### src/design/fip_pkg.sv
`timescale 1ns / 1ps
// ----------------------------------------------------------------------------
// fip_pkg
// shared types and constants of the integer power block
// ----------------------------------------------------------------------------
package fip_pkg;

    localparam int unsigned EXPONENT_BITS_DEF = 32;

    localparam logic [63:0] CANON_NAN = 64'h7FF8_0000_0000_0000;
    localparam logic [63:0] ONE_BITS  = 64'h3FF0_0000_0000_0000;
    localparam logic [62:0] INF_MAG   = 63'h7FF0_0000_0000_0000;

    // significand product / quotient width and working exponent width
    localparam int unsigned SIG_W     = 106;
    localparam int unsigned XP_W      = 16;
    localparam int unsigned MUL_CHUNK = 14;
    localparam int unsigned MUL_STEPS = (53 + MUL_CHUNK - 1) / MUL_CHUNK;
    localparam int unsigned QUO_BITS  = 56;

    typedef enum logic [0:0] {
        FPU_MUL   = 1'b0,
        FPU_RECIP = 1'b1
    } fpu_op_t;

    typedef struct packed {
        logic    start;
        fpu_op_t op;
    } fpu_ctl_t;

endpackage

### src/design/fip_operand_if.sv
`timescale 1ns / 1ps
// ----------------------------------------------------------------------------
// fip_operand_if
// request channel carrying base and integer exponent
// ----------------------------------------------------------------------------
interface fip_operand_if #(
    parameter int unsigned EXPONENT_BITS = fip_pkg::EXPONENT_BITS_DEF
) ();
    logic                            valid;
    logic                            ready;
    logic [63:0]                     base_bits;
    logic signed [EXPONENT_BITS-1:0] exponent;

    modport source (output valid, base_bits, exponent, input ready);
    modport sink   (input valid, base_bits, exponent, output ready);
endinterface

### src/design/fip_result_if.sv
`timescale 1ns / 1ps
// ----------------------------------------------------------------------------
// fip_result_if
// result channel carrying the binary64 power
// ----------------------------------------------------------------------------
interface fip_result_if ();
    logic        valid;
    logic        ready;
    logic [63:0] result_bits;

    modport source (output valid, result_bits, input ready);
    modport sink   (input valid, result_bits, output ready);
endinterface

### src/design/fip_fpu.sv
`timescale 1ns / 1ps
// ----------------------------------------------------------------------------
// fip_fpu
// multi-cycle binary64 multiply and reciprocal, round to nearest even
// ----------------------------------------------------------------------------
module fip_fpu (
    input  logic              clk,
    input  logic              rst_n,
    input  fip_pkg::fpu_ctl_t ctl,
    input  logic [63:0]       a,
    input  logic [63:0]       b,
    output logic              done,
    output logic [63:0]       y
);
    import fip_pkg::*;

    typedef enum logic [5:0] {
        F_IDLE  = 6'b000001,
        F_MUL   = 6'b000010,
        F_DNORM = 6'b000100,
        F_DIV   = 6'b001000,
        F_NORM  = 6'b010000,
        F_ROUND = 6'b100000
    } fstate_t;

    fstate_t                 state_reg, state_next;
    logic [SIG_W-1:0]        sig_reg, sig_next;
    logic signed [XP_W-1:0]  x_reg, x_next;
    logic                    sticky_reg, sticky_next;
    logic                    sign_reg, sign_next;
    logic [52:0]             ma_reg, ma_next;
    logic [55:0]             mb_reg, mb_next;
    logic [5:0]              cnt_reg, cnt_next;
    logic [53:0]             rem_reg, rem_next;
    logic [QUO_BITS-1:0]     q_reg, q_next;
    logic [63:0]             y_reg, y_next;
    logic                    done_reg, done_next;

    // operand decode
    logic [10:0]            ea, eb;
    logic                   a_nan, b_nan, a_inf, b_inf, a_zero, b_zero;
    logic [52:0]            ma, mb;
    logic signed [XP_W-1:0] xa, xb;

    // datapath
    logic [66:0]            pp;
    logic                   ge;
    logic [53:0]            dif;
    logic [QUO_BITS-1:0]    q_fin;
    logic signed [XP_W-1:0] be, dsh;
    logic [6:0]             d;
    logic [SIG_W-1:0]       sh, lost_mask;
    logic                   lost, rnd, g, st;
    logic [10:0]            efield;
    logic [62:0]            packed_mag;

    assign ea     = a[62:52];
    assign eb     = b[62:52];
    assign a_nan  = (ea == 11'h7FF) && (a[51:0] != 52'd0);
    assign b_nan  = (eb == 11'h7FF) && (b[51:0] != 52'd0);
    assign a_inf  = (ea == 11'h7FF) && (a[51:0] == 52'd0);
    assign b_inf  = (eb == 11'h7FF) && (b[51:0] == 52'd0);
    assign a_zero = (a[62:0] == 63'd0);
    assign b_zero = (b[62:0] == 63'd0);
    assign ma     = {ea != 11'd0, a[51:0]};
    assign mb     = {eb != 11'd0, b[51:0]};
    assign xa     = $signed({5'd0, ((ea == 11'd0) ? 11'd1 : ea)}) - 16'sd1075;
    assign xb     = $signed({5'd0, ((eb == 11'd0) ? 11'd1 : eb)}) - 16'sd1075;

    assign pp     = ma_reg * mb_reg[55:42];
    assign ge     = (rem_reg >= {1'b0, ma_reg});
    assign dif    = ge ? (rem_reg - {1'b0, ma_reg}) : rem_reg;
    assign q_fin  = {q_reg[QUO_BITS-2:0], ge};

    // rounding and packing
    always_comb
    begin
        be  = x_reg + 16'sd1128;
        dsh = 16'sd1 - be;
        if (be >= 16'sd1)
            d = 7'd0;
        else if (dsh > 16'sd107)
            d = 7'd107;
        else
            d = dsh[6:0];
        lost_mask  = ~({SIG_W{1'b1}} << d);
        lost       = |(sig_reg & lost_mask);
        sh         = sig_reg >> d;
        efield     = (be >= 16'sd1) ? be[10:0] : 11'd0;
        g          = sh[52];
        st         = (|sh[51:0]) | lost | sticky_reg;
        rnd        = g & (st | sh[53]);
        packed_mag = {efield, sh[104:53]} + {62'd0, rnd};
    end

    always_comb
    begin
        state_next  = state_reg;
        sig_next    = sig_reg;
        x_next      = x_reg;
        sticky_next = sticky_reg;
        sign_next   = sign_reg;
        ma_next     = ma_reg;
        mb_next     = mb_reg;
        cnt_next    = cnt_reg;
        rem_next    = rem_reg;
        q_next      = q_reg;
        y_next      = y_reg;
        done_next   = 1'b0;
        unique case (state_reg)
            F_IDLE:
            begin
                if (ctl.start)
                begin
                    if (ctl.op == FPU_MUL)
                    begin
                        sign_next = a[63] ^ b[63];
                        if (a_nan || b_nan || (a_inf && b_zero) || (a_zero && b_inf))
                        begin
                            y_next    = CANON_NAN;
                            done_next = 1'b1;
                        end
                        else if (a_inf || b_inf)
                        begin
                            y_next    = {a[63] ^ b[63], INF_MAG};
                            done_next = 1'b1;
                        end
                        else if (a_zero || b_zero)
                        begin
                            y_next    = {a[63] ^ b[63], 63'd0};
                            done_next = 1'b1;
                        end
                        else
                        begin
                            ma_next    = ma;
                            mb_next    = {3'd0, mb};
                            sig_next   = '0;
                            x_next     = xa + xb;
                            cnt_next   = '0;
                            state_next = F_MUL;
                        end
                    end
                    else
                    begin
                        sign_next = b[63];
                        if (b_nan)
                        begin
                            y_next    = CANON_NAN;
                            done_next = 1'b1;
                        end
                        else if (b_inf)
                        begin
                            y_next    = {b[63], 63'd0};
                            done_next = 1'b1;
                        end
                        else if (b_zero)
                        begin
                            y_next    = {b[63], INF_MAG};
                            done_next = 1'b1;
                        end
                        else
                        begin
                            ma_next    = mb;
                            x_next     = xb;
                            state_next = F_DNORM;
                        end
                    end
                end
            end
            F_MUL:
            begin
                // top chunk of the multiplier first, accumulator shifts up
                sig_next = {sig_reg[SIG_W-MUL_CHUNK-1:0], {MUL_CHUNK{1'b0}}}
                         + {{(SIG_W-67){1'b0}}, pp};
                mb_next  = {mb_reg[55-MUL_CHUNK:0], {MUL_CHUNK{1'b0}}};
                cnt_next = cnt_reg + 6'd1;
                if (cnt_reg == 6'(MUL_STEPS - 1))
                begin
                    sticky_next = 1'b0;
                    state_next  = F_NORM;
                end
            end
            F_DNORM:
            begin
                if (!ma_reg[52])
                begin
                    ma_next = {ma_reg[51:0], 1'b0};
                    x_next  = x_reg - 16'sd1;
                end
                else
                begin
                    rem_next   = 54'd1 << 52;
                    q_next     = '0;
                    cnt_next   = '0;
                    state_next = F_DIV;
                end
            end
            F_DIV:
            begin
                q_next   = q_fin;
                rem_next = {dif[52:0], 1'b0};
                cnt_next = cnt_reg + 6'd1;
                if (cnt_reg == 6'(QUO_BITS - 1))
                begin
                    sig_next    = {q_fin, {(SIG_W-QUO_BITS){1'b0}}};
                    sticky_next = (dif != 54'd0);
                    x_next      = -16'sd157 - x_reg;
                    state_next  = F_NORM;
                end
            end
            F_NORM:
            begin
                if (sig_reg[SIG_W-1 -: 16] == 16'd0)
                begin
                    sig_next = {sig_reg[SIG_W-17:0], 16'd0};
                    x_next   = x_reg - 16'sd16;
                end
                else if (!sig_reg[SIG_W-1])
                begin
                    sig_next = {sig_reg[SIG_W-2:0], 1'b0};
                    x_next   = x_reg - 16'sd1;
                end
                else
                begin
                    state_next = F_ROUND;
                end
            end
            F_ROUND:
            begin
                if (be >= 16'sd2047)
                    y_next = {sign_reg, INF_MAG};
                else
                    y_next = {sign_reg, packed_mag};
                done_next  = 1'b1;
                state_next = F_IDLE;
            end
            default:
            begin
                state_next = F_IDLE;
            end
        endcase
    end

    always_ff @(posedge clk or negedge rst_n)
    begin
        if (!rst_n)
        begin
            state_reg <= F_IDLE;
            done_reg  <= 1'b0;
        end
        else
        begin
            state_reg <= state_next;
            done_reg  <= done_next;
        end
    end

    always_ff @(posedge clk)
    begin
        sig_reg    <= sig_next;
        x_reg      <= x_next;
        sticky_reg <= sticky_next;
        sign_reg   <= sign_next;
        ma_reg     <= ma_next;
        mb_reg     <= mb_next;
        cnt_reg    <= cnt_next;
        rem_reg    <= rem_next;
        q_reg      <= q_next;
        y_reg      <= y_next;
    end

    assign done = done_reg;
    assign y    = y_reg;

endmodule

### src/design/float_integer_power.sv
`timescale 1ns / 1ps
// ----------------------------------------------------------------------------
// float_integer_power
// binary64 base raised to a signed integer power by square-and-multiply
// ----------------------------------------------------------------------------
//  channel   dir   payload                          request taken when
//  operand   sink  base_bits[63:0], exponent[N-1:0] valid & ready
//  result    src   result_bits[63:0]                valid & ready
//
//  one request at a time; ready is high only while the sequencer is idle
//  per request: a reciprocal first for a negative exponent (a subnormal divisor adds
//    normalising steps), then up to 2*N multiplies, each normalised and rounded
//  all arithmetic goes through the single shared multiply/reciprocal unit
//  reset clears the sequencer and the output valid; no clearing pass
//  a stalled result holds in the output register until taken
// ----------------------------------------------------------------------------
module float_integer_power #(
    parameter int unsigned EXPONENT_BITS = fip_pkg::EXPONENT_BITS_DEF
) (
    input logic          clk,
    input logic          rst_n,
    fip_operand_if.sink  operand,
    fip_result_if.source result
);
    import fip_pkg::*;

    typedef enum logic [5:0] {
        T_IDLE  = 6'b000001,
        T_RWAIT = 6'b000010,
        T_STEP  = 6'b000100,
        T_AWAIT = 6'b001000,
        T_SWAIT = 6'b010000,
        T_DONE  = 6'b100000
    } tstate_t;

    tstate_t                  state_reg, state_next;
    logic [63:0]              acc_reg, acc_next;
    logic [63:0]              sq_reg, sq_next;
    logic [EXPONENT_BITS-1:0] mag_reg, mag_next;
    logic                     out_valid_reg, out_valid_next;
    logic [63:0]              out_reg, out_next;

    fpu_ctl_t                 fpu_ctl;
    logic [63:0]              fpu_a, fpu_b, fpu_y;
    logic                     fpu_done;

    logic                     take;
    logic                     neg;
    logic [EXPONENT_BITS-1:0] e_raw, mag_in;
    logic [EXPONENT_BITS-1:0] mag_shr;

    assign take    = operand.valid && operand.ready;
    assign e_raw   = operand.exponent;
    assign neg     = e_raw[EXPONENT_BITS-1];
    // most negative exponent wraps to its own pattern, read as 2^(N-1)
    assign mag_in  = neg ? (~e_raw + {{(EXPONENT_BITS-1){1'b0}}, 1'b1}) : e_raw;
    assign mag_shr = mag_reg >> 1;

    // shared unit operands: accumulator only for the multiply-in step
    assign fpu_a = ((state_reg == T_STEP) && mag_reg[0]) ? acc_reg : sq_reg;
    assign fpu_b = (state_reg == T_IDLE) ? operand.base_bits : sq_reg;

    always_comb
    begin
        state_next     = state_reg;
        acc_next       = acc_reg;
        sq_next        = sq_reg;
        mag_next       = mag_reg;
        out_valid_next = out_valid_reg;
        out_next       = out_reg;
        fpu_ctl.start  = 1'b0;
        fpu_ctl.op     = FPU_MUL;

        if (result.valid && result.ready)
            out_valid_next = 1'b0;

        unique case (state_reg)
            T_IDLE:
            begin
                if (take)
                begin
                    acc_next = ONE_BITS;
                    sq_next  = operand.base_bits;
                    mag_next = mag_in;
                    if ((operand.base_bits[62:0] == 63'd0) && (e_raw == '0))
                    begin
                        // zero to the zero
                        acc_next   = CANON_NAN;
                        state_next = T_DONE;
                    end
                    else if (neg)
                    begin
                        fpu_ctl.start = 1'b1;
                        fpu_ctl.op    = FPU_RECIP;
                        state_next    = T_RWAIT;
                    end
                    else
                    begin
                        state_next = T_STEP;
                    end
                end
            end
            T_RWAIT:
            begin
                if (fpu_done)
                begin
                    sq_next    = fpu_y;
                    state_next = T_STEP;
                end
            end
            T_STEP:
            begin
                if (mag_reg == '0)
                begin
                    state_next = T_DONE;
                end
                else if (mag_reg[0])
                begin
                    fpu_ctl.start = 1'b1;
                    state_next    = T_AWAIT;
                end
                else
                begin
                    // even bit: only square, remaining magnitude is nonzero
                    fpu_ctl.start = 1'b1;
                    mag_next      = mag_shr;
                    state_next    = T_SWAIT;
                end
            end
            T_AWAIT:
            begin
                if (fpu_done)
                begin
                    acc_next = fpu_y;
                    mag_next = mag_shr;
                    if (mag_shr != '0)
                    begin
                        fpu_ctl.start = 1'b1;
                        state_next    = T_SWAIT;
                    end
                    else
                    begin
                        state_next = T_DONE;
                    end
                end
            end
            T_SWAIT:
            begin
                if (fpu_done)
                begin
                    sq_next    = fpu_y;
                    state_next = T_STEP;
                end
            end
            T_DONE:
            begin
                if (!out_valid_reg || result.ready)
                begin
                    out_next       = acc_reg;
                    out_valid_next = 1'b1;
                    state_next     = T_IDLE;
                end
            end
            default:
            begin
                state_next = T_IDLE;
            end
        endcase
    end

    always_ff @(posedge clk or negedge rst_n)
    begin
        if (!rst_n)
        begin
            state_reg     <= T_IDLE;
            out_valid_reg <= 1'b0;
        end
        else
        begin
            state_reg     <= state_next;
            out_valid_reg <= out_valid_next;
        end
    end

    always_ff @(posedge clk)
    begin
        acc_reg <= acc_next;
        sq_reg  <= sq_next;
        mag_reg <= mag_next;
        out_reg <= out_next;
    end

    fip_fpu u_fpu (
        .clk   (clk),
        .rst_n (rst_n),
        .ctl   (fpu_ctl),
        .a     (fpu_a),
        .b     (fpu_b),
        .done  (fpu_done),
        .y     (fpu_y)
    );

    assign operand.ready      = (state_reg == T_IDLE);
    assign result.valid       = out_valid_reg;
    assign result.result_bits = out_reg;

endmodule

### src/flat_wrapper.sv
// flat-port wrapper written by rule: the top's interface ports become plain ports
module float_integer_power_flat import fip_pkg::*;
#(
    parameter int unsigned EXPONENT_BITS = fip_pkg::EXPONENT_BITS_DEF
)
  (clk, rst_n, operand_valid, operand_base_bits, operand_exponent, operand_ready, result_valid, result_result_bits, result_ready);
  fip_operand_if #(.EXPONENT_BITS(EXPONENT_BITS)) operand_i ();
  fip_result_if result_i ();
  input logic clk;
  input logic rst_n;
  input wire logic [$bits(operand_i.valid)-1:0] operand_valid;
  input wire logic [$bits(operand_i.base_bits)-1:0] operand_base_bits;
  input wire logic [$bits(operand_i.exponent)-1:0] operand_exponent;
  output wire logic [$bits(operand_i.ready)-1:0] operand_ready;
  output wire logic [$bits(result_i.valid)-1:0] result_valid;
  output wire logic [$bits(result_i.result_bits)-1:0] result_result_bits;
  input wire logic [$bits(result_i.ready)-1:0] result_ready;
  assign operand_i.valid = operand_valid;
  assign operand_i.base_bits = operand_base_bits;
  assign operand_i.exponent = operand_exponent;
  assign operand_ready = operand_i.ready;
  assign result_valid = result_i.valid;
  assign result_result_bits = result_i.result_bits;
  assign result_i.ready = result_ready;
  float_integer_power #(.EXPONENT_BITS(EXPONENT_BITS)) u_core (.clk(clk), .rst_n(rst_n), .operand(operand_i), .result(result_i));
endmodule
### config.mk
export PLATFORM = sky130hd
export DESIGN_NAME = float_integer_power_flat
export DESIGN_NICKNAME = d
export VERILOG_FILES = /design/src/design/fip_pkg.sv /design/src/design/fip_operand_if.sv /design/src/design/fip_result_if.sv /design/src/design/fip_fpu.sv /design/src/design/float_integer_power.sv /design/src/flat_wrapper.sv
export SDC_FILE = /design/constraint.sdc
export NUM_CORES = 2
export LEC_CHECK = 0
export ABC_AREA = 1
export BUFFER_PORTS_ARGS = -buffer_cell sky130_fd_sc_hd__buf_2
export CORE_MARGIN = 2
export CORE_UTILIZATION = 64
export CTS_CLUSTER_SIZE = 14
export DETAILED_ROUTE_END_ITERATION = 7
export PLACE_DENSITY = 0.81
export SLEW_MARGIN = 20
export SYNTH_ARGS = -nofsm -noshare
export SYNTH_HDL_FRONTEND = slang
export SYNTH_SLANG_ARGS = --single-unit
### constraint.sdc
create_clock -name clk -period 28.1 [get_ports clk]
set_input_delay 2.81 -clock clk [delete_from_list [all_inputs] [get_ports clk]]
set_output_delay 2.81 -clock clk [all_outputs]
set_load 0.01 [all_outputs]
---- Word level (Yosys, flattened, before mapping) ----
Cells that the tools add are included.
cells by class
  reduce and logical (&&, ||, !) cells .... 66
  magnitude comparators ................... 4
  $add $sub $neg .......................... 13
  multiply operators ...................... 1
  mux-type cells .......................... 127
  bitwise gates (word level) .............. 8
  eq/ne operators ......................... 42
  shift operators ......................... 2
operators with widths
  operator                   count
  $mux W106                  8
  $mux W64                   13
  $mux W53                   9
  $pmux W106 S4              1
  $pmux W64 S2               3
  $mux W56                   5
  $mux W16                   12
  $logic_not A63 Y1          3
  $mux W32                   5
  $mux W6                    26
  $mux W63                   2
  $pmux W56 S2               1
  $pmux W55 S2               1
  $mux W54                   2
  $pmux W54 S2               1
  $add A106 B67 Y106         1
  $and A106 B106 Y106        1
  $not A106 Y106             1
  $pmux W53 S2               1
  $reduce_or A106 Y1         1
  $shl A106 B7 Y106 const A  1
  $shr A106 B7 Y105          1
  $logic_not A52 Y1          2
  $reduce_bool A52 Y1        2
  68 further kinds           160
storage, ports and cells
  bits of input ports ..................... 100
  register bits ........................... 650
  logic and storage cells ................. 284

---- Logic depth before layout (Yosys ltp) ----
  depth in word-level cells ............... 16
  mapped depth ............................ 45

---- By module ----
A second synthesis with hierarchy kept.
second synthesis, totals
  cells, all modules ...................... 9977
  area, all modules ....................... 72916.2 um^2
modules (own cells, without submodules)
  module               times used  area an instance (um^2)  cells an instance
  fip_fpu              1           61119.9                  8616
  float_integer_power  1           11796.3                  1361

---- Worst setup path after synthesis ----
No wires, ideal clock.
  path type ............................... input to register
  start ................................... input port operand_base_bits[44]
  end ..................................... register u_core.u_fpu.sig_reg[0] (enable)
  library setup time ...................... 0.826 ns
  buffers on the path ..................... 0
  data arrival time ....................... 14.343 ns
  data required time ...................... 27.274 ns
  stages .................................. 12
  path slack .............................. 12.931 ns
  cell sequence ........................... o21ai_0 -> nand4_1 -> or4_1 -> nor2_1 -> nand2_1 -> o21ai_0 -> nand2_1 -> nor2_1 -> nand3b_1 -> inv_1 -> a21oi_1 -> nor4_1
between the ends
  word-level cells in the longest chain between the ends .. 8
  elaborated cells on any way between the ends .. 25
  classes of those cells .................. eq/ne (5); mux (5); reduce/logical (15)
ends and longest elaborated chain
  element                                                                    RTL line            RTL
  start: declaration                                                         flat_wrapper.sv:12  input wire logic [$bits(operand_i.base_bits)-1:0] operand_base_bits;
  parallel branches: the longest is 7 deep, another holds $logic_not A63 Y1  -
  $reduce_and A8 Y1 (no line) *                                              -
  end signal: assignment                                                     fip_fpu.sv:260      sig_reg <= sig_next;
  end: declaration                                                           fip_fpu.sv:27       logic [SIG_W-1:0] sig_reg, sig_next;
Every way passes the cells marked *.
A chain may end at the register's enable or synchronous reset.

---- Final worst setup path ----
  start ................................... register u_core.u_fpu.mb_reg[46]
  end ..................................... register u_core.u_fpu.sig_reg[102], data pin
between the ends
  word-level cells in the longest chain between the ends .. 3
ends and longest elaborated chain
  element                               RTL line        RTL
  start: declaration                    fip_fpu.sv:32   logic [55:0] mb_reg, mb_next;
  start signal: assignment              fip_fpu.sv:265  mb_reg <= mb_next;
  $mul A53 B14 Y67                      fip_fpu.sv:70   assign pp = ma_reg * mb_reg[55:42];
  $add A106 B67 Y106                    fip_fpu.sv:174  + {{(SIG_W-67){1'b0}}, pp};
  $pmux W106 S4                         fip_fpu.sv:110  unique case (state_reg)
  named net u_core.u_fpu.sig_next[102]  fip_fpu.sv:27
The timed path passes the listed nets, and every way through them passes these cells.

==> summary.txt <==
Critical path
  • R2R cell count: 37
  • Critical Path AT: approximately 9600 ps
  • Register-to-register setup slack: approximately 19,000 ps
  • Crit path top cell by count: nand2_1
  • CP peak stage delay: 880 ps
  • Critical path capture point type: flip-flop
  • Worst path slowest cell: a21boi_0
  • Worst R2R Start: u_core.u_fpu.mb_reg[46]$_DFFE_PP_
  • Worst R2R End: u_core.u_fpu.sig_reg[102]$_DFFE_PP_
  • CP max FO: 53
  • Required @ worst endpoint: 28,490 ps
  • Startpoint types: flip-flop
  • Kind of critical path: reg2reg

Cells and area
  • Synthesis-to-finish area growth: 5.31%
  • Fin nets: 10,900
  • Max reg flops: 106
  • Final instance area: 0.0769 mm²
  • Most common cell after layout, fill and taps aside: nand2_1
  • Final core occ: between 60% and 70%
  • Share of layout cells above drive strength 1: 5.21%
  • Most frequent cells in the layout: nand2_1, inv_1, nand3_1, nor2_1, fa_1

Floorplan
  • IO Count: approximately 170
  • Die Y: 342 µm
  • DIE AREA: 0.117 mm²
  • Starting Density: about two thirds
  • Die width: 342 µm
  • Core Box Area: 0.113 mm²
  • Row count: 123

Route
  • Vias: 71,400
  • Detailed router's first-iteration violation count: approximately 11,000
  • Residual DRC: 24
  • Routed WL: roughly 260 mm
  • Drt pass-1 iters: 8
  • WL/cell: roughly 23 µm
  • Via density: roughly 6.3
  • Antenna Nets Post-Route: 0

Timing
  • Fin crit period: 9190 ps
  • Clock Skews: ~27 ps
  • Tcrit/Tclk final: about a third
  • RSZ-0062 raised after global routing: false
  • Tightest Pin Transition: 1240 ps
  • Slew Limit Fails: 0
  • Max-slew headroom: between 10% and 20%
  • Post-route setup TNS: 0 ps
  • Endpoints failing hold: 0
  • # setup viols final: 0
  • Max frequency: 109 MHz

Status
  • Status: finished, violations left
  • Failing checks: design-rule violations

Logic synthesis
  • Ys Warns: 0
  • Synth top area share: 26.1%
  • Mean post-synth cell area: 7.31 µm²
  • Area leader, netlist: edfxtp_1
  • Ys async rst share: 2.16%
  • Synth unique cells: slightly below 70
  • Seq cells post-synth: 649
  • Synthesized cell area: 0.0730 mm²
  • Cells after Synth: 9,989
  • Top post-synthesis cells by area: edfxtp_1, fa_1, nand2_1
  • Syn_nets: ~11,000
  • Ys flop type: edfxtp_1
  • EDFF count, synth: 635
  • Post-synthesis sequential area ratio: approximately a quarter

CTS
  • TritonCTS clock tree: yes
  • Clk sinks: between 600 and 700
  • CTS max path bufs: 3
  • Post-CTS setup buffer count: 0
  • Clk pin slew, worst setup/hold paths: roughly 60 ps
  • Worst skew pair latency: 680 ps
  • Root buf cell: clkbuf_16
  • Cts bufs inserted: between 70 and 80
  • CTS Hold Buffers Added: 0
  • Post-CTS resize count: 0
  • H-Tree Level Count: 3

Global routing
  • Vias in the first global route: 67,200
  • Largest net degree at the start of global routing: 88
  • GRT Util Overall: ~44%
  • Congestion Overflow GR: 0
  • Initial antenna violation count: 8
  • Global-route wire length before repair: between 300 and 400 mm

Placed design
  • Post-DP HPWL: 202 mm
  • Placed Area: 0.0746 mm²
  • Port bufs: 165
  • RePlAce Congestion: approximately 1.1

Hold path
  • Worst hold path stage count: 0
  • Hold Path Class: reg2reg
  • Hold Crit Start: u_core.acc_reg[30]$_SDFFCE_PN0P_
  • Worst Hold End: u_core.result.result_bits[30]$_DFFE_PP_

Run
  • Max cap viols: 0
==> cells by family after synthesis <==
logic type / synth area share, %
AO/OA/AOI/OAI: 11.0
AND/OR/NAND/NOR: 26.3
flip-flops: 26.6
adder cells (fa/ha/maj): 22.1
XOR/XNOR: 1.49
multiplexers: 0.151
buffers and inverters: 12.3
==> cells in the mapped netlist, drive strengths merged, types with 56 or more instances <==
master and count:
edfxtp 635, fa 665, nand3 893, o211ai 56, inv 1895, a21oi 428
nand4 106, clkbuf 329, nor3 108, ha 226, o21ai 642, nand2 2539
xor2 87, buf 119, nor2 805, o221ai 56
==> metal layers <==
metal | vias up | part of all wire [%] | global-route usage [%]
li1 | 31600 | - | -
met2 | 5367 | 42 | 64.1
met3 | 1004 | 14 | 11.5
met4 | 10 | 6.8 | 24.3
met5 | - | 0.094 | 1.10
met1 | 33400 | 37 | 60.8
==> metrics by stage <==
step / hold WS (ps) / instances / setup WS, ps
after floorplan: 421 / 9989 / 12930
after global placement: 431 / 11300 / 19340
after CTS: 437 / 11400 / 19140
after detailed placement: 432 / 11300 / 19210
final: 440 / 11400 / 18910
after global routing: 456 / 11400 / 18250
==> area by class of cell <==
type / count / area (µm²)
clock buffer: 92 / 1980
clock inverter: 39 / 297
sequential: 649 / 19400
tap: 1500 / 1880
fill: 9565 / 36000
antenna: 5 / 12.5
inverter: 1900 / 7140
multi-input combinational: 6992 / 44700
timing repair buffer: 247 / 1440
==> critical path: cells and delay by family, from the launching register on <==
kind | cells | cell delay [ps]
compound gates | 11 | 3030
fa+ha+maj | 7 | 3480
flops | 1 | 320
simple gates | 12 | 1180
buf+inv | 7 | 900
==> worst max path at each step <==
stage / startpoint / endpoint / depth (start not counted)
6_report: u_core.u_fpu.mb_reg[46]$_DFFE_PP_ / u_core.u_fpu.sig_reg[102]$_DFFE_PP_ / 37
3_5_place_dp: u_core.u_fpu.mb_reg[46]$_DFFE_PP_ / u_core.u_fpu.sig_reg[102]$_DFFE_PP_ / 37
5_1_grt: u_core.u_fpu.mb_reg[46]$_DFFE_PP_ / u_core.u_fpu.sig_reg[102]$_DFFE_PP_ / 37
3_3_place_gp: u_core.u_fpu.mb_reg[46]$_DFFE_PP_ / u_core.u_fpu.sig_reg[102]$_DFFE_PP_ / 37
4_1_cts: u_core.u_fpu.mb_reg[46]$_DFFE_PP_ / u_core.u_fpu.sig_reg[102]$_DFFE_PP_ / 37
2_1_floorplan: operand_base_bits[44] / u_core.u_fpu.sig_reg[0]$_DFFE_PP_ / 12
Power is left out: the tool's default activity adds up to more than one toggle a clock period on the data nets, which glitch-free logic cannot reach.
